`src/rtl/tsbe_pkg.sv`:
```
package tsbe_pkg;

  // Telnet protocol bytes
  localparam logic [7:0] B_NUL   = 8'h00;
  localparam logic [7:0] B_BEL   = 8'h07;
  localparam logic [7:0] B_LF    = 8'h0A;
  localparam logic [7:0] B_CR    = 8'h0D;
  localparam logic [7:0] B_DEL   = 8'h7F;
  localparam logic [7:0] B_OBRK  = 8'h81;
  localparam logic [7:0] B_OGREET = 8'h83;
  localparam logic [7:0] B_OECHOF = 8'h83;
  localparam logic [7:0] B_OECHON = 8'h84;
  localparam logic [7:0] B_SE    = 8'hF0;
  localparam logic [7:0] B_BREAK = 8'hF3;
  localparam logic [7:0] B_IP    = 8'hF4;
  localparam logic [7:0] B_AYT   = 8'hF6;
  localparam logic [7:0] B_EC    = 8'hF7;
  localparam logic [7:0] B_EL    = 8'hF8;
  localparam logic [7:0] B_SB    = 8'hFA;
  localparam logic [7:0] B_WILL  = 8'hFB;
  localparam logic [7:0] B_WONT  = 8'hFC;
  localparam logic [7:0] B_DO    = 8'hFD;
  localparam logic [7:0] B_DONT  = 8'hFE;
  localparam logic [7:0] B_IAC   = 8'hFF;
  localparam logic [7:0] OPT_ECHO = 8'h01;

  // Register indexes (word address bits)
  localparam logic [1:0] REG_RAW_MODE     = 2'd0;
  localparam logic [1:0] REG_ERASE_CHAR   = 2'd1;
  localparam logic [1:0] REG_KILL_CHAR    = 2'd2;
  localparam logic [1:0] REG_OLD_PROTOCOL = 2'd3;

  localparam logic [7:0] ERASE_RESET = 8'd35;
  localparam logic [7:0] KILL_RESET  = 8'd64;

  // Results per input item and queue depth
  localparam int MAX_RES   = 5;
  localparam int CNT_W     = 3;
  localparam int Q_DEPTH   = 4;
  localparam int Q_PTR_W   = 2;
  localparam int Q_CNT_W   = 3;

  typedef enum logic [1:0] {
    ACT_NET   = 2'd0,
    ACT_TERM  = 2'd1,
    ACT_START = 2'd2
  } action_t;

  typedef enum logic [1:0] {
    DST_TERM = 2'd0,
    DST_NET  = 2'd1,
    DST_ECHO = 2'd2
  } dst_t;

  typedef enum logic [1:0] {
    VERB_WILL = 2'd0,
    VERB_WONT = 2'd1,
    VERB_DO   = 2'd2,
    VERB_DONT = 2'd3
  } verb_t;

  typedef enum logic [2:0] {
    PH_DATA   = 3'd0,
    PH_CR     = 3'd1,
    PH_IAC    = 3'd2,
    PH_VERB   = 3'd3,
    PH_SB     = 3'd4,
    PH_SB_IAC = 3'd5
  } phase_t;

  typedef struct packed {
    logic       raw_mode;
    logic [7:0] erase_char;
    logic [7:0] kill_char;
    logic       old_protocol;
  } cfg_t;

  typedef struct packed {
    dst_t       dst;
    logic [7:0] val;
  } res_t;

  // All results caused by one input item
  typedef struct packed {
    logic [CNT_W-1:0]   cnt;
    res_t [MAX_RES-1:0] res;
  } desc_t;

  // Queue status seen by the front and back
  typedef struct packed {
    logic full;
    logic valid;
  } q_stat_t;

endpackage

```
`src/rtl/tsbe_front.sv`:
```
module tsbe_front import tsbe_pkg::*; (
  input  logic       clk,
  input  logic       rst,
  input  cfg_t       cfg,
  input  logic       in_valid,
  input  logic [1:0] in_action,
  input  logic [7:0] in_byte,
  input  q_stat_t    q_stat,
  output logic       in_ready,
  output logic       push,
  output desc_t      push_desc
);

  phase_t phase, phase_next;
  verb_t  verb, verb_next;
  logic   echo_answered, echo_answered_next;
  logic   accept;
  desc_t  d;
  logic [7:0] brk;
  logic [7:0] vdiff;
  logic [7:0] reply;
  logic       echo_on;

  // Append one result to a descriptor
  function automatic desc_t put(desc_t di, dst_t dst, logic [7:0] val);
    desc_t r;
    r = di;
    r.res[r.cnt] = '{dst: dst, val: val};
    r.cnt = r.cnt + CNT_W'(1);
    return r;
  endfunction

  assign in_ready = !q_stat.full;
  assign accept   = in_valid && in_ready;

  // Hold parser state
  always_ff @(posedge clk) begin
    if (rst) begin
      phase         <= PH_DATA;
      verb          <= VERB_WILL;
      echo_answered <= 1'b0;
    end else if (accept) begin
      phase         <= phase_next;
      verb          <= verb_next;
      echo_answered <= echo_answered_next;
    end
  end

  // Classify the item and build its results
  always_comb begin
    d                  = '0;
    phase_next         = phase;
    verb_next          = verb;
    echo_answered_next = echo_answered;
    brk     = cfg.raw_mode ? B_NUL : B_DEL;
    vdiff   = in_byte - B_WILL;
    reply   = (verb == VERB_WILL || verb == VERB_WONT) ? B_DONT : B_WONT;
    echo_on = (verb == VERB_DO);
    unique case (in_action)
      ACT_NET: begin
        unique case (phase)
          PH_CR: begin
            if (in_byte != B_NUL && in_byte != B_LF) d = put(d, DST_TERM, in_byte);
            phase_next = PH_DATA;
          end
          PH_IAC: begin
            phase_next = PH_DATA;
            if (in_byte == B_BREAK || in_byte == B_IP) begin
              d = put(d, DST_TERM, brk);
            end else if (in_byte == B_AYT) begin
              d = put(d, DST_NET, B_BEL);
            end else if (in_byte == B_EC) begin
              d = put(d, DST_TERM, cfg.erase_char);
            end else if (in_byte == B_EL) begin
              d = put(d, DST_TERM, cfg.kill_char);
            end else if (in_byte == B_SB) begin
              phase_next = PH_SB;
            end else if (in_byte >= B_WILL && in_byte <= B_DONT) begin
              verb_next  = verb_t'(vdiff[1:0]);
              phase_next = PH_VERB;
            end else if (in_byte == B_IAC) begin
              d = put(d, DST_TERM, B_IAC);
            end
          end
          PH_VERB: begin
            phase_next = PH_DATA;
            if (in_byte == OPT_ECHO && reply == B_WONT) begin
              d = put(d, DST_ECHO, {7'd0, echo_on});
              if (!echo_answered) begin
                echo_answered_next = 1'b1;
              end else begin
                d = put(d, DST_NET, B_IAC);
                d = put(d, DST_NET, echo_on ? B_WILL : B_WONT);
                d = put(d, DST_NET, in_byte);
              end
            end else begin
              d = put(d, DST_NET, B_IAC);
              d = put(d, DST_NET, reply);
              d = put(d, DST_NET, in_byte);
            end
          end
          PH_SB: begin
            if (in_byte == B_IAC) phase_next = PH_SB_IAC;
          end
          PH_SB_IAC: begin
            phase_next = (in_byte == B_SE) ? PH_DATA : PH_SB;
          end
          default: begin
            phase_next = PH_DATA;
            if (in_byte == B_IAC) begin
              phase_next = PH_IAC;
            end else if (cfg.old_protocol && in_byte[7]) begin
              if (in_byte == B_OBRK) d = put(d, DST_TERM, brk);
              else if (in_byte == B_OECHOF) d = put(d, DST_ECHO, 8'd0);
              else if (in_byte == B_OECHON) d = put(d, DST_ECHO, 8'd1);
            end else begin
              d = put(d, DST_TERM, in_byte);
              if (in_byte == B_CR) phase_next = PH_CR;
            end
          end
        endcase
      end
      ACT_TERM: begin
        if (in_byte == B_IAC) begin
          d = put(d, DST_NET, B_IAC);
          d = put(d, DST_NET, B_IAC);
        end else if (in_byte != B_NUL) begin
          d = put(d, DST_NET, in_byte);
        end
      end
      ACT_START: begin
        phase_next         = PH_DATA;
        verb_next          = VERB_WILL;
        echo_answered_next = 1'b0;
        if (cfg.old_protocol) begin
          d = put(d, DST_NET, B_OGREET);
        end else begin
          d = put(d, DST_NET, B_IAC);
          d = put(d, DST_NET, B_WILL);
          d = put(d, DST_NET, OPT_ECHO);
        end
        d = put(d, DST_NET, B_CR);
        d = put(d, DST_NET, B_LF);
      end
      default: begin
        d = '0;
      end
    endcase
  end

  // Queue only items that cause results
  assign push      = accept && (d.cnt != '0);
  assign push_desc = d;

endmodule

```
`src/rtl/tsbe_queue.sv`:
```
module tsbe_queue import tsbe_pkg::*; (
  input  logic    clk,
  input  logic    rst,
  input  logic    push,
  input  desc_t   push_desc,
  input  logic    pop,
  output desc_t   head,
  output q_stat_t stat
);

  desc_t               entries [Q_DEPTH];
  logic [Q_PTR_W-1:0]  wr_ptr;
  logic [Q_PTR_W-1:0]  rd_ptr;
  logic [Q_CNT_W-1:0]  count;

  // Advance pointers and fill count
  always_ff @(posedge clk) begin
    if (rst) begin
      wr_ptr <= '0;
      rd_ptr <= '0;
      count  <= '0;
    end else begin
      if (push) wr_ptr <= wr_ptr + Q_PTR_W'(1);
      if (pop)  rd_ptr <= rd_ptr + Q_PTR_W'(1);
      unique case ({push, pop})
        2'b10:   count <= count + Q_CNT_W'(1);
        2'b01:   count <= count - Q_CNT_W'(1);
        default: count <= count;
      endcase
    end
  end

  // Store descriptors
  always_ff @(posedge clk) begin
    if (push) entries[wr_ptr] <= push_desc;
  end

  assign head       = entries[rd_ptr];
  assign stat.valid = (count != '0);
  assign stat.full  = (count == Q_CNT_W'(Q_DEPTH));

endmodule

```
`src/rtl/tsbe_back.sv`:
```
module tsbe_back import tsbe_pkg::*; (
  input  logic       clk,
  input  logic       rst,
  input  desc_t      head,
  input  q_stat_t    q_stat,
  output logic       pop,
  output logic       out_valid,
  input  logic       out_ready,
  output logic [7:0] out_byte,
  output logic [1:0] out_dst,
  output logic       out_last
);

  logic [CNT_W-1:0] idx;
  logic             load;
  logic             is_last;

  assign load    = q_stat.valid && (!out_valid || out_ready);
  assign is_last = (idx == head.cnt - CNT_W'(1));
  assign pop     = load && is_last;

  // Step through the results of the head descriptor
  always_ff @(posedge clk) begin
    if (rst) begin
      idx       <= '0;
      out_valid <= 1'b0;
    end else begin
      if (load) begin
        idx       <= is_last ? '0 : idx + CNT_W'(1);
        out_valid <= 1'b1;
      end else if (out_ready) begin
        out_valid <= 1'b0;
      end
    end
  end

  // Hold the output transaction until taken
  always_ff @(posedge clk) begin
    if (load) begin
      out_byte <= head.res[idx].val;
      out_dst  <= head.res[idx].dst;
      out_last <= is_last;
    end
  end

endmodule

```
`src/rtl/telnet_server_byte_engine.sv`:
```
// Telnet server byte engine.
// Input stream (s_*): tuser carries the action (0 network byte, 1 terminal
// byte, 2 connection start), tdata the byte. A network byte is parsed for
// CR handling, IAC commands, option negotiation and subnegotiation; a
// terminal byte goes to the network with IAC doubled and NUL dropped; a
// connection start resets the parser and sends the greeting.
// Output stream (m_*): tuser is the destination (0 terminal, 1 network,
// 2 echo control), tdata the byte, tlast marks the final result of an item.
// Items that cause no result produce no output transaction.
// Timing: an accepted item is classified in its accept cycle and queued in
// a four-entry descriptor queue; the output stage then registers its results.
// The output stage issues one result per cycle while m_tready is high, so
// one-result items run at one item per cycle; an item's results go out in order.
// When m_tready is low the queue keeps taking items until it holds four,
// then s_tready drops. Synchronous reset empties the queue and output stage,
// returns the parser to the data phase and restores register defaults.
// Registers (APB, byte addresses 0, 4, 8, 12): raw_mode, erase_char,
// kill_char, old_protocol; write only while the engine is idle.
module telnet_server_byte_engine import tsbe_pkg::*; (
  input  logic        clk,
  input  logic        rst,
  input  logic        s_tvalid,
  output logic        s_tready,
  input  logic [7:0]  s_tdata,   // [7:0] data_byte
  input  logic [1:0]  s_tuser,   // [1:0] action
  output logic        m_tvalid,
  input  logic        m_tready,
  output logic [7:0]  m_tdata,   // [7:0] out_byte
  output logic [1:0]  m_tuser,   // [1:0] destination
  output logic        m_tlast,
  input  logic        psel,
  input  logic        penable,
  input  logic        pwrite,
  input  logic [3:0]  paddr,
  input  logic [31:0] pwdata,
  output logic [31:0] prdata,
  output logic        pready
);

  cfg_t    cfg;
  logic    cfg_wr;
  logic    push;
  logic    pop;
  desc_t   push_desc;
  desc_t   head;
  q_stat_t q_stat;

  assign pready = 1'b1;
  assign cfg_wr = psel && penable && pwrite && pready;

  // Write configuration registers
  always_ff @(posedge clk) begin
    if (rst) begin
      cfg.raw_mode     <= 1'b0;
      cfg.erase_char   <= ERASE_RESET;
      cfg.kill_char    <= KILL_RESET;
      cfg.old_protocol <= 1'b0;
    end else if (cfg_wr) begin
      unique case (paddr[3:2])
        REG_RAW_MODE:     cfg.raw_mode     <= pwdata[0];
        REG_ERASE_CHAR:   cfg.erase_char   <= pwdata[7:0];
        REG_KILL_CHAR:    cfg.kill_char    <= pwdata[7:0];
        REG_OLD_PROTOCOL: cfg.old_protocol <= pwdata[0];
        default:          cfg.raw_mode     <= cfg.raw_mode;
      endcase
    end
  end

  // Read back configuration registers
  always_comb begin
    unique case (paddr[3:2])
      REG_RAW_MODE:     prdata = {31'd0, cfg.raw_mode};
      REG_ERASE_CHAR:   prdata = {24'd0, cfg.erase_char};
      REG_KILL_CHAR:    prdata = {24'd0, cfg.kill_char};
      REG_OLD_PROTOCOL: prdata = {31'd0, cfg.old_protocol};
      default:          prdata = '0;
    endcase
  end

  tsbe_front u_front (
    .clk       (clk),
    .rst       (rst),
    .cfg       (cfg),
    .in_valid  (s_tvalid),
    .in_action (s_tuser),
    .in_byte   (s_tdata),
    .q_stat    (q_stat),
    .in_ready  (s_tready),
    .push      (push),
    .push_desc (push_desc)
  );

  tsbe_queue u_queue (
    .clk       (clk),
    .rst       (rst),
    .push      (push),
    .push_desc (push_desc),
    .pop       (pop),
    .head      (head),
    .stat      (q_stat)
  );

  tsbe_back u_back (
    .clk       (clk),
    .rst       (rst),
    .head      (head),
    .q_stat    (q_stat),
    .pop       (pop),
    .out_valid (m_tvalid),
    .out_ready (m_tready),
    .out_byte  (m_tdata),
    .out_dst   (m_tuser),
    .out_last  (m_tlast)
  );

endmodule

```
`config.mk`:
```
export PLATFORM = sky130hd
export DESIGN_NAME = telnet_server_byte_engine
export DESIGN_NICKNAME = d
export VERILOG_FILES = /design/src/rtl/tsbe_pkg.sv /design/src/rtl/tsbe_front.sv /design/src/rtl/tsbe_queue.sv /design/src/rtl/tsbe_back.sv /design/src/rtl/telnet_server_byte_engine.sv
export SDC_FILE = /design/constraint.sdc
export NUM_CORES = 1
export LEC_CHECK = 0
export BUFFER_PORTS_ARGS = -buffer_cell sky130_fd_sc_hd__buf_2
export CAP_MARGIN = 10
export CORE_MARGIN = 2
export CORE_UTILIZATION = 60
export CTS_BUF_LIST = sky130_fd_sc_hd__clkbuf_16
export DETAILED_ROUTE_END_ITERATION = 10
export PLACE_DENSITY = 0.81
export SLEW_MARGIN = 25
export SYNTH_ARGS = -nofsm -noshare
export SYNTH_HDL_FRONTEND = slang
export SYNTH_SLANG_ARGS = --single-unit
export TNS_END_PERCENT = 5
```
`constraint.sdc`:
```
create_clock -name clk -period 13.6 [get_ports clk]
set_clock_uncertainty 0.1 [all_clocks]
set_input_delay 2.72 -clock clk [delete_from_list [all_inputs] [get_ports clk]]
set_output_delay 2.72 -clock clk [all_outputs]
set_load 0.05 [all_outputs]
```
==> flow_summary.toml, run 1 <==
[worst_setup_path]
crit_required_ns = 10.78
crit_chain = "buf_2 -> nor2b_1 -> a22o_1 -> buf_2"
path_common_cell = "buf_2"
max_stage_delay_ns = 0.44
r2r_cells = 12
critical_path_class = "input port to output port"
crit_path_end_kind = "output port"
critPathTopFamily = "simple AND/OR/NAND/NOR gates"
path_depth = 4
worstSetupStartpointType = "input port"
worstPathArrival_ns = 3.79
critPathBufInv = 2
path_max_fanout = 7
critPathSlowestCell = "nor2b_1"

[timing]
drv_slew = 0
setup_viol = 0
slew_headroom = 0.409
rsz0062_at_grt = "false"
tightest_slew_ns = 0.885
tns_ns = 0
min_period_ns = 6.61
period_share = 0.486
whs_ns = 0.383
setup_slack_ns = 6.99
hold_viol_final = 0
fmaxAchievable_mhz = 151

[cells_and_area]
instances_no_fill = 931
fin_nets = 799
syn_to_final_growth_pct = 11.3
fin_util = 0.689
n_antenna_cell = 0
final_layout_size_suffix_gt1_frac = 0.193
final_cell_area_sq_um = 10100
n_fill_cell = 1013

[min_path]
hold_depth = 2
min_path_type = "register to register"

[power_and_ir_drop]
p_per_area_nw_per_um2 = 152
power_mw = 1.54
power.leakage_nw = 3.49
vdd_drop_max_v = 0.0000962

[clocking]
cts_resized = 0
clock-sinks = 192
cts_buffers = 17
ctsHoldBuffers = 0
htree_levels = 4
path_clk_slew_ns = 0.07
clockBufferDepth = 2
cts_root_buffer = "clkbuf_16"
clock_latency_ns = 0.43
cts_tree = "built"
postCtsSetupRepairBufs = 0

[global_route]
grt-ovfl-total = 0
grt_pass1_vias = 5896
track_usage = 0.264
grt_max_degree = 39
antenna_found_initial = 0
grt_pass1_wl_microns = 32000

[floorplan]
row_count = 44
start_util = 0.619
core_area_sq_um = 14600
io_pins = 99
die-area_sq_um = 16100
die_w_microns = 127
dieHeight_microns = 127

[run_status]
status = "complete, no violations"

[drt]
highest_layer = "met4"
routedWlPerCell_microns = 21.9
routedLengthMet1_microns = 8350
met3_length_microns = 1270
first_pass_iters = 5
ant_nets = 0
totalWireLength_microns = 20400
first_iter_violations = 512
num_vias = 5847
wl_met2_microns = 10200
drcViolationCount = 0
via_per_inst = 6.28

[placed_design]
portBuffers = 47
postPlaceCellArea_sq_um = 9540
gp_congestion = 0.929
placed_cells = 899
place_hpwl_microns = 13900
pre_cts_slack_ns = 6.87

[synth]
ys_types = 70
syn_avg_cell_area_sq_um = 13.3
syn_inst = 680
ys_warn_count = 0
synth-edff-count = 155
synthFlopType = "edfxtp_1"
async_reset_ff_frac = 0
netlist_area_sq_um = 9070
ys_seq_elements = 192
ys_seq_area_frac = 0.595

[job]
drv_cap = 0
final timing paths:
path / start / to / slack [ns]
setup / recovery: paddr[3] / prdata[6] / 6.99
hold / removal: u_back.out_valid / u_back.out_valid / 0.38
setup reg to reg: register / u_queue.count[2] / 9.25
hold reg to reg: u_back.out_valid / u_back.out_valid / 0.38
synth_stat cells, types with 7 or more instances:
library cell,number,area (sq um)
edfxtp_1,155,4650
nor2_1,63,236
mux4_2,38,856
a21oi_1,37,185
dfxtp_1,37,741
o21ai_0,28,140
buf_4,26,195
nand2_1,26,97.6
clkbuf_1,24,90.1
inv_1,21,78.8
mux2i_1,21,210
nor2b_1,16,100
a211oi_1,15,113
nor3_1,12,60.1
ha_1,11,138
a221o_1,10,100
nand2b_1,9,56.3
a22o_1,7,61.3
buf_2,7,35.0
per-layer routing:
layer / up-vias / track usage
met2: 256 / 0.438
met4: 0 / 0.0840
met5: - / 0
li1: 2643 / -
met3: 42 / 0.0590
met1: 2906 / 0.351
layout by cell type, fill, tap and decap left out, types with 5 or more instances in the layout:
master | synthesis | layout
nor3b_1 | 5 | 5
nor2_1 | 63 | 63
o21a_1 | 6 | 6
mux4_2 | 38 | 38
a211oi_1 | 15 | 15
a31oi_1 | 6 | 6
xnor2_1 | 6 | 6
ha_1 | 11 | 11
a221o_1 | 10 | 10
a21oi_1 | 37 | 37
inv_1 | 21 | 25
nand2b_1 | 9 | 9
and2_1 | 6 | 6
buf_2 | 7 | 47
a211o_1 | 5 | 5
nand2_1 | 26 | 26
edfxtp_1 | 155 | 155
buf_4 | 26 | 6
clkbuf_16 | 0 | 17
nor3_1 | 12 | 12
conb_1 | 2 | 41
dfxtp_1 | 37 | 36
a22o_1 | 7 | 7
nor2b_1 | 16 | 12
mux2i_1 | 21 | 21
o21ai_0 | 28 | 28
tightest hold or removal path, cell delays in order, from the launching register on:
cell     delay [ns]
dfxtp_1        0.33
nand2_1        0.06
a21oi_1        0.05
sequential cells by signal, indices dropped and copies added (netlist names), named ones only:
| signal | count |
|---|---|
| cfg | 18 |
| u_back.idx | 3 |
| u_back.out_byte | 8 |
| u_back.out_dst | 2 |
| u_back.out_last | 1 |
| u_back.out_valid | 1 |
| u_front.echo_answered | 1 |
| u_front.phase | 3 |
| u_front.verb | 2 |
| u_queue.count | 3 |
| u_queue.entries | 144 |
| u_queue.rd_ptr | 2 |
| u_queue.wr_ptr | 2 |
final cells by class:
cell class	count	area [sq um]	area share
Timing Repair Buffer	59	405	0.0402
Clock inverter	15	130	0.0129
Clock buffer	17	425	0.0421
Tap cell	184	230	0.0228
Sequential cell	192	5400	0.535
Inverter	22	82.6	0.00818
Multi-Input combinational cell	442	3430	0.339
power breakdown:
group,switching [mW],internal [mW],leakage [nW]
Combinational,0.229,0.120,1.48
Clock,0.206,0.267,0.285
Sequential,0.0211,0.696,1.73
kinds of logic (layout without fill, tap and decap cells):
family          count (synthesis)  after routing  synth area share
buf+inv                        85            113            0.0469
other cells                     2             41          0.000828
xor+xnor                       10             10           0.00966
compound gates                150            150             0.114
flops                         192            192             0.595
simple gates                  167            167            0.0956
mux                            62             62             0.121
fa+ha+maj                      12             12            0.0174
Power figures use the tool's default switching activity.
==> run 2: changes to the inputs <==
ABC_AREA = 1   (was unset)
CORE_UTILIZATION = 59   (was 60)
PLACE_DENSITY = 0.8   (was 0.81)
clock period = 6.1 ns   (was 13.6 ns; I/O delays follow)
==> run 2 against run 1 <==
  * Worst setup slack worse by 4.8 ns
  * Wire length up 2.8%
  * Sequential power up 120%
  * Register-to-register slack worse by 7.0 ns
  * Critical endpoint is now u_queue.count[2]
  * Largest power group unchanged
==> flow_summary.toml, run 2 <==
[worst_setup_path]
crit_required_ns = 6.32
r2r_cells = 16
critical_path_class = "input port to register"
worstPathArrival_ns = 4.13
path_max_fanout = 11
worstSetupStartpointType = "input port"
crit_start = "s_tdata[1]"
crit_path_end_kind = "register"

[placed_design]
place_hpwl_microns = 13700
gp_congestion = 0.950
placed_cells = 1156
portBuffers = 47

[synth]
ys_seq_area_frac = 0.593
synth_mux_area_frac = 0
synth_top_cell_area_share = 0.512
synth.most_common_cell = "edfxtp_1"
synth_common_cells = "edfxtp_1, nand2_1, nor2_1"
yosys.area_share.simple = 0.167
synthAdderAreaFrac = 0.0173
synthFlopType = "edfxtp_1"
syn_inst = 930
netlist_area_sq_um = 9090
synth_xor_area_frac = 0.00385
ys_seq_elements = 192
synth-edff-count = 155
async_reset_ff_frac = 0
synthTopCellsByArea = "edfxtp_1, dfxtp_1, o21ai_0"
ys_warn_count = 0
synth-compound-area-share = 0.148
ys_types = 46
syn_avg_cell_area_sq_um = 9.78
synth_top_family_by_area = "simple AND/OR/NAND/NOR gates"
synth_top_area_cell = "edfxtp_1"

[floorplan]
die-area_sq_um = 16400
core_area_sq_um = 15100
start_util = 0.600
dieHeight_microns = 128
io_pins = 99
row_count = 45
die_w_microns = 128

[cells_and_area]
regMostFlops = "u_queue.entries"
reg_top3 = "u_queue.entries (144), cfg (18), u_back.out_byte (8)"
n_fill_cell = 1190
final_common_cell = "edfxtp_1"
syn_to_final_growth_pct = 11.2
largest_reg_flops = 144
seqCellArea_sq_um = 5400
fin_nets = 1052
multi_input_area_sq_um = 3240
final_layout_size_suffix_gt1_frac = 0.116
n_antenna_cell = 0
layout_common_cells = "edfxtp_1, nand2_1, nor2_1"
instances_no_fill = 1187

[drt]
first_iter_violations = 825
first_pass_iters = 6
ant_nets = 0
num_vias = 6972
routedWlPerCell_microns = 17.6
totalWireLength_microns = 20900
drcViolationCount = 0
via_per_inst = 5.87

[global_route]
track_usage = 0.262
grt_pass1_vias = 6482
antenna_found_initial = 0
grt_max_degree = 59
grt_pass1_wl_microns = 32500
grt-ovfl-total = 0

[timing]
tightest_slew_ns = 1.01
hold_viol_final = 0
tns_ns = 0
fmaxAchievable_mhz = 256
setup_viol = 0
rsz0062_at_grt = "false"
period_share = 0.640
slew_headroom = 0.325
min_period_ns = 3.91
drv_slew = 0

[power_and_ir_drop]
vdd_drop_max_v = 0.000224
power.leakage_nw = 3.91
p_per_area_nw_per_um2 = 358

[clocking]
postCtsSetupRepairBufs = 0
cts_root_buffer = "clkbuf_16"
path_clk_slew_ns = 0.06
clockBufferDepth = 2
cts_tree = "built"
clock_latency_ns = 0.44
cts_buffers = 17
ctsHoldBuffers = 0
htree_levels = 4
cts_resized = 0
clock-sinks = 192

[job]
drv_cap = 0

[min_path]
hold_depth = 1
min_path_type = "register to register"
min_from = "u_queue.count[0]"

[run_status]
status = "complete, no violations"
run 2: cell types whose count changed after synthesis, moves of 10 or more:
cell,previous run,this run
nand2_1,26,142
o21ai_0,28,127
nor2_1,63,138
inv_1,21,78
mux4_2,38,0
nand3_1,4,39
mux2i_1,21,0
o22ai_1,1,20
nor2b_1,16,0
a211oi_1,15,3
o221ai_1,0,12
a221o_1,10,0
run 2: cells by family (layout without fill, tap and decap cells):
kind of cell               count (synthesis)  in the layout
AOI/OAI and AO/OA                        233            233
xor gates and xnor gates                   4              4
adders and majority gates                 12             12
buffers and inverters                    141            171
DFF                                      192            192
other                                      2             41
and+or+nand+nor                          346            346
run 2: power by group:
part | internal [mW] | switching, mW | total (mW)
clock | 0.684 | 0.474 | 1.16
combinational | 0.206 | 0.642 | 0.848
sequential | 1.56 | 0.0525 | 1.61
run 2: layout make-up:
class,instances,area share
timing repair buffer,57,0.0307
tap,188,0.0233
sequential,192,0.534
clock inverter,14,0.0189
multi-input combinational,636,0.320
clock buffer,17,0.0421
inverter,83,0.0308
run 2: per-layer routing:
layer / share of wire / track usage / vias up
li1: - / - / 3286
met2: 0.49 / 0.446 / 344
met1: 0.40 / 0.333 / 3292
met5: 0 / 0 / -
met3: 0.078 / 0.0413 / 50
met4: 0.030 / 0.115 / 0
run 2: final timing paths:
kind,endpoint,slack (ns)
max,u_queue.count[2],2.19
min,u_queue.count[0],0.36
max reg2reg,u_queue.count[2],2.24
min reg2reg,u_queue.count[0],0.36
run 2: critical path: stages:
cell and delay, ns:
buf_2 0.15, inv_1 0.13, ha_1 0.23, nand3_2 0.13, nor2_4 0.19, nand2_1 0.09
nand2_1 0.26, inv_1 0.10, nor2_2 0.20, nand3_4 0.13, nand2_4 0.15, ha_1 0.17
inv_1 0.07, fa_1 0.43, a21oi_1 0.15, o21ai_0 0.11, o21ai_0 0.16, a21oi_1 0.05
run 2: metrics by stage:
step / util / total power [mW] / setup slack, ns / hold WS [ns] / instance area, sq um
3_3_place_gp: 0.627 / 2.45 / 1.87 / 0.337 / 9490
3_5_place_dp: 0.627 / 2.48 / 1.81 / 0.354 / 9490
6_report: 0.667 / 3.62 / 2.19 / 0.360 / 10100
5_1_grt: 0.667 / 3.76 / 1.85 / 0.377 / 10100
4_1_cts: 0.667 / 3.62 / 2.24 / 0.363 / 10100
2_1_floorplan: - / 2.26 / 1.72 / 0.322 / 9240
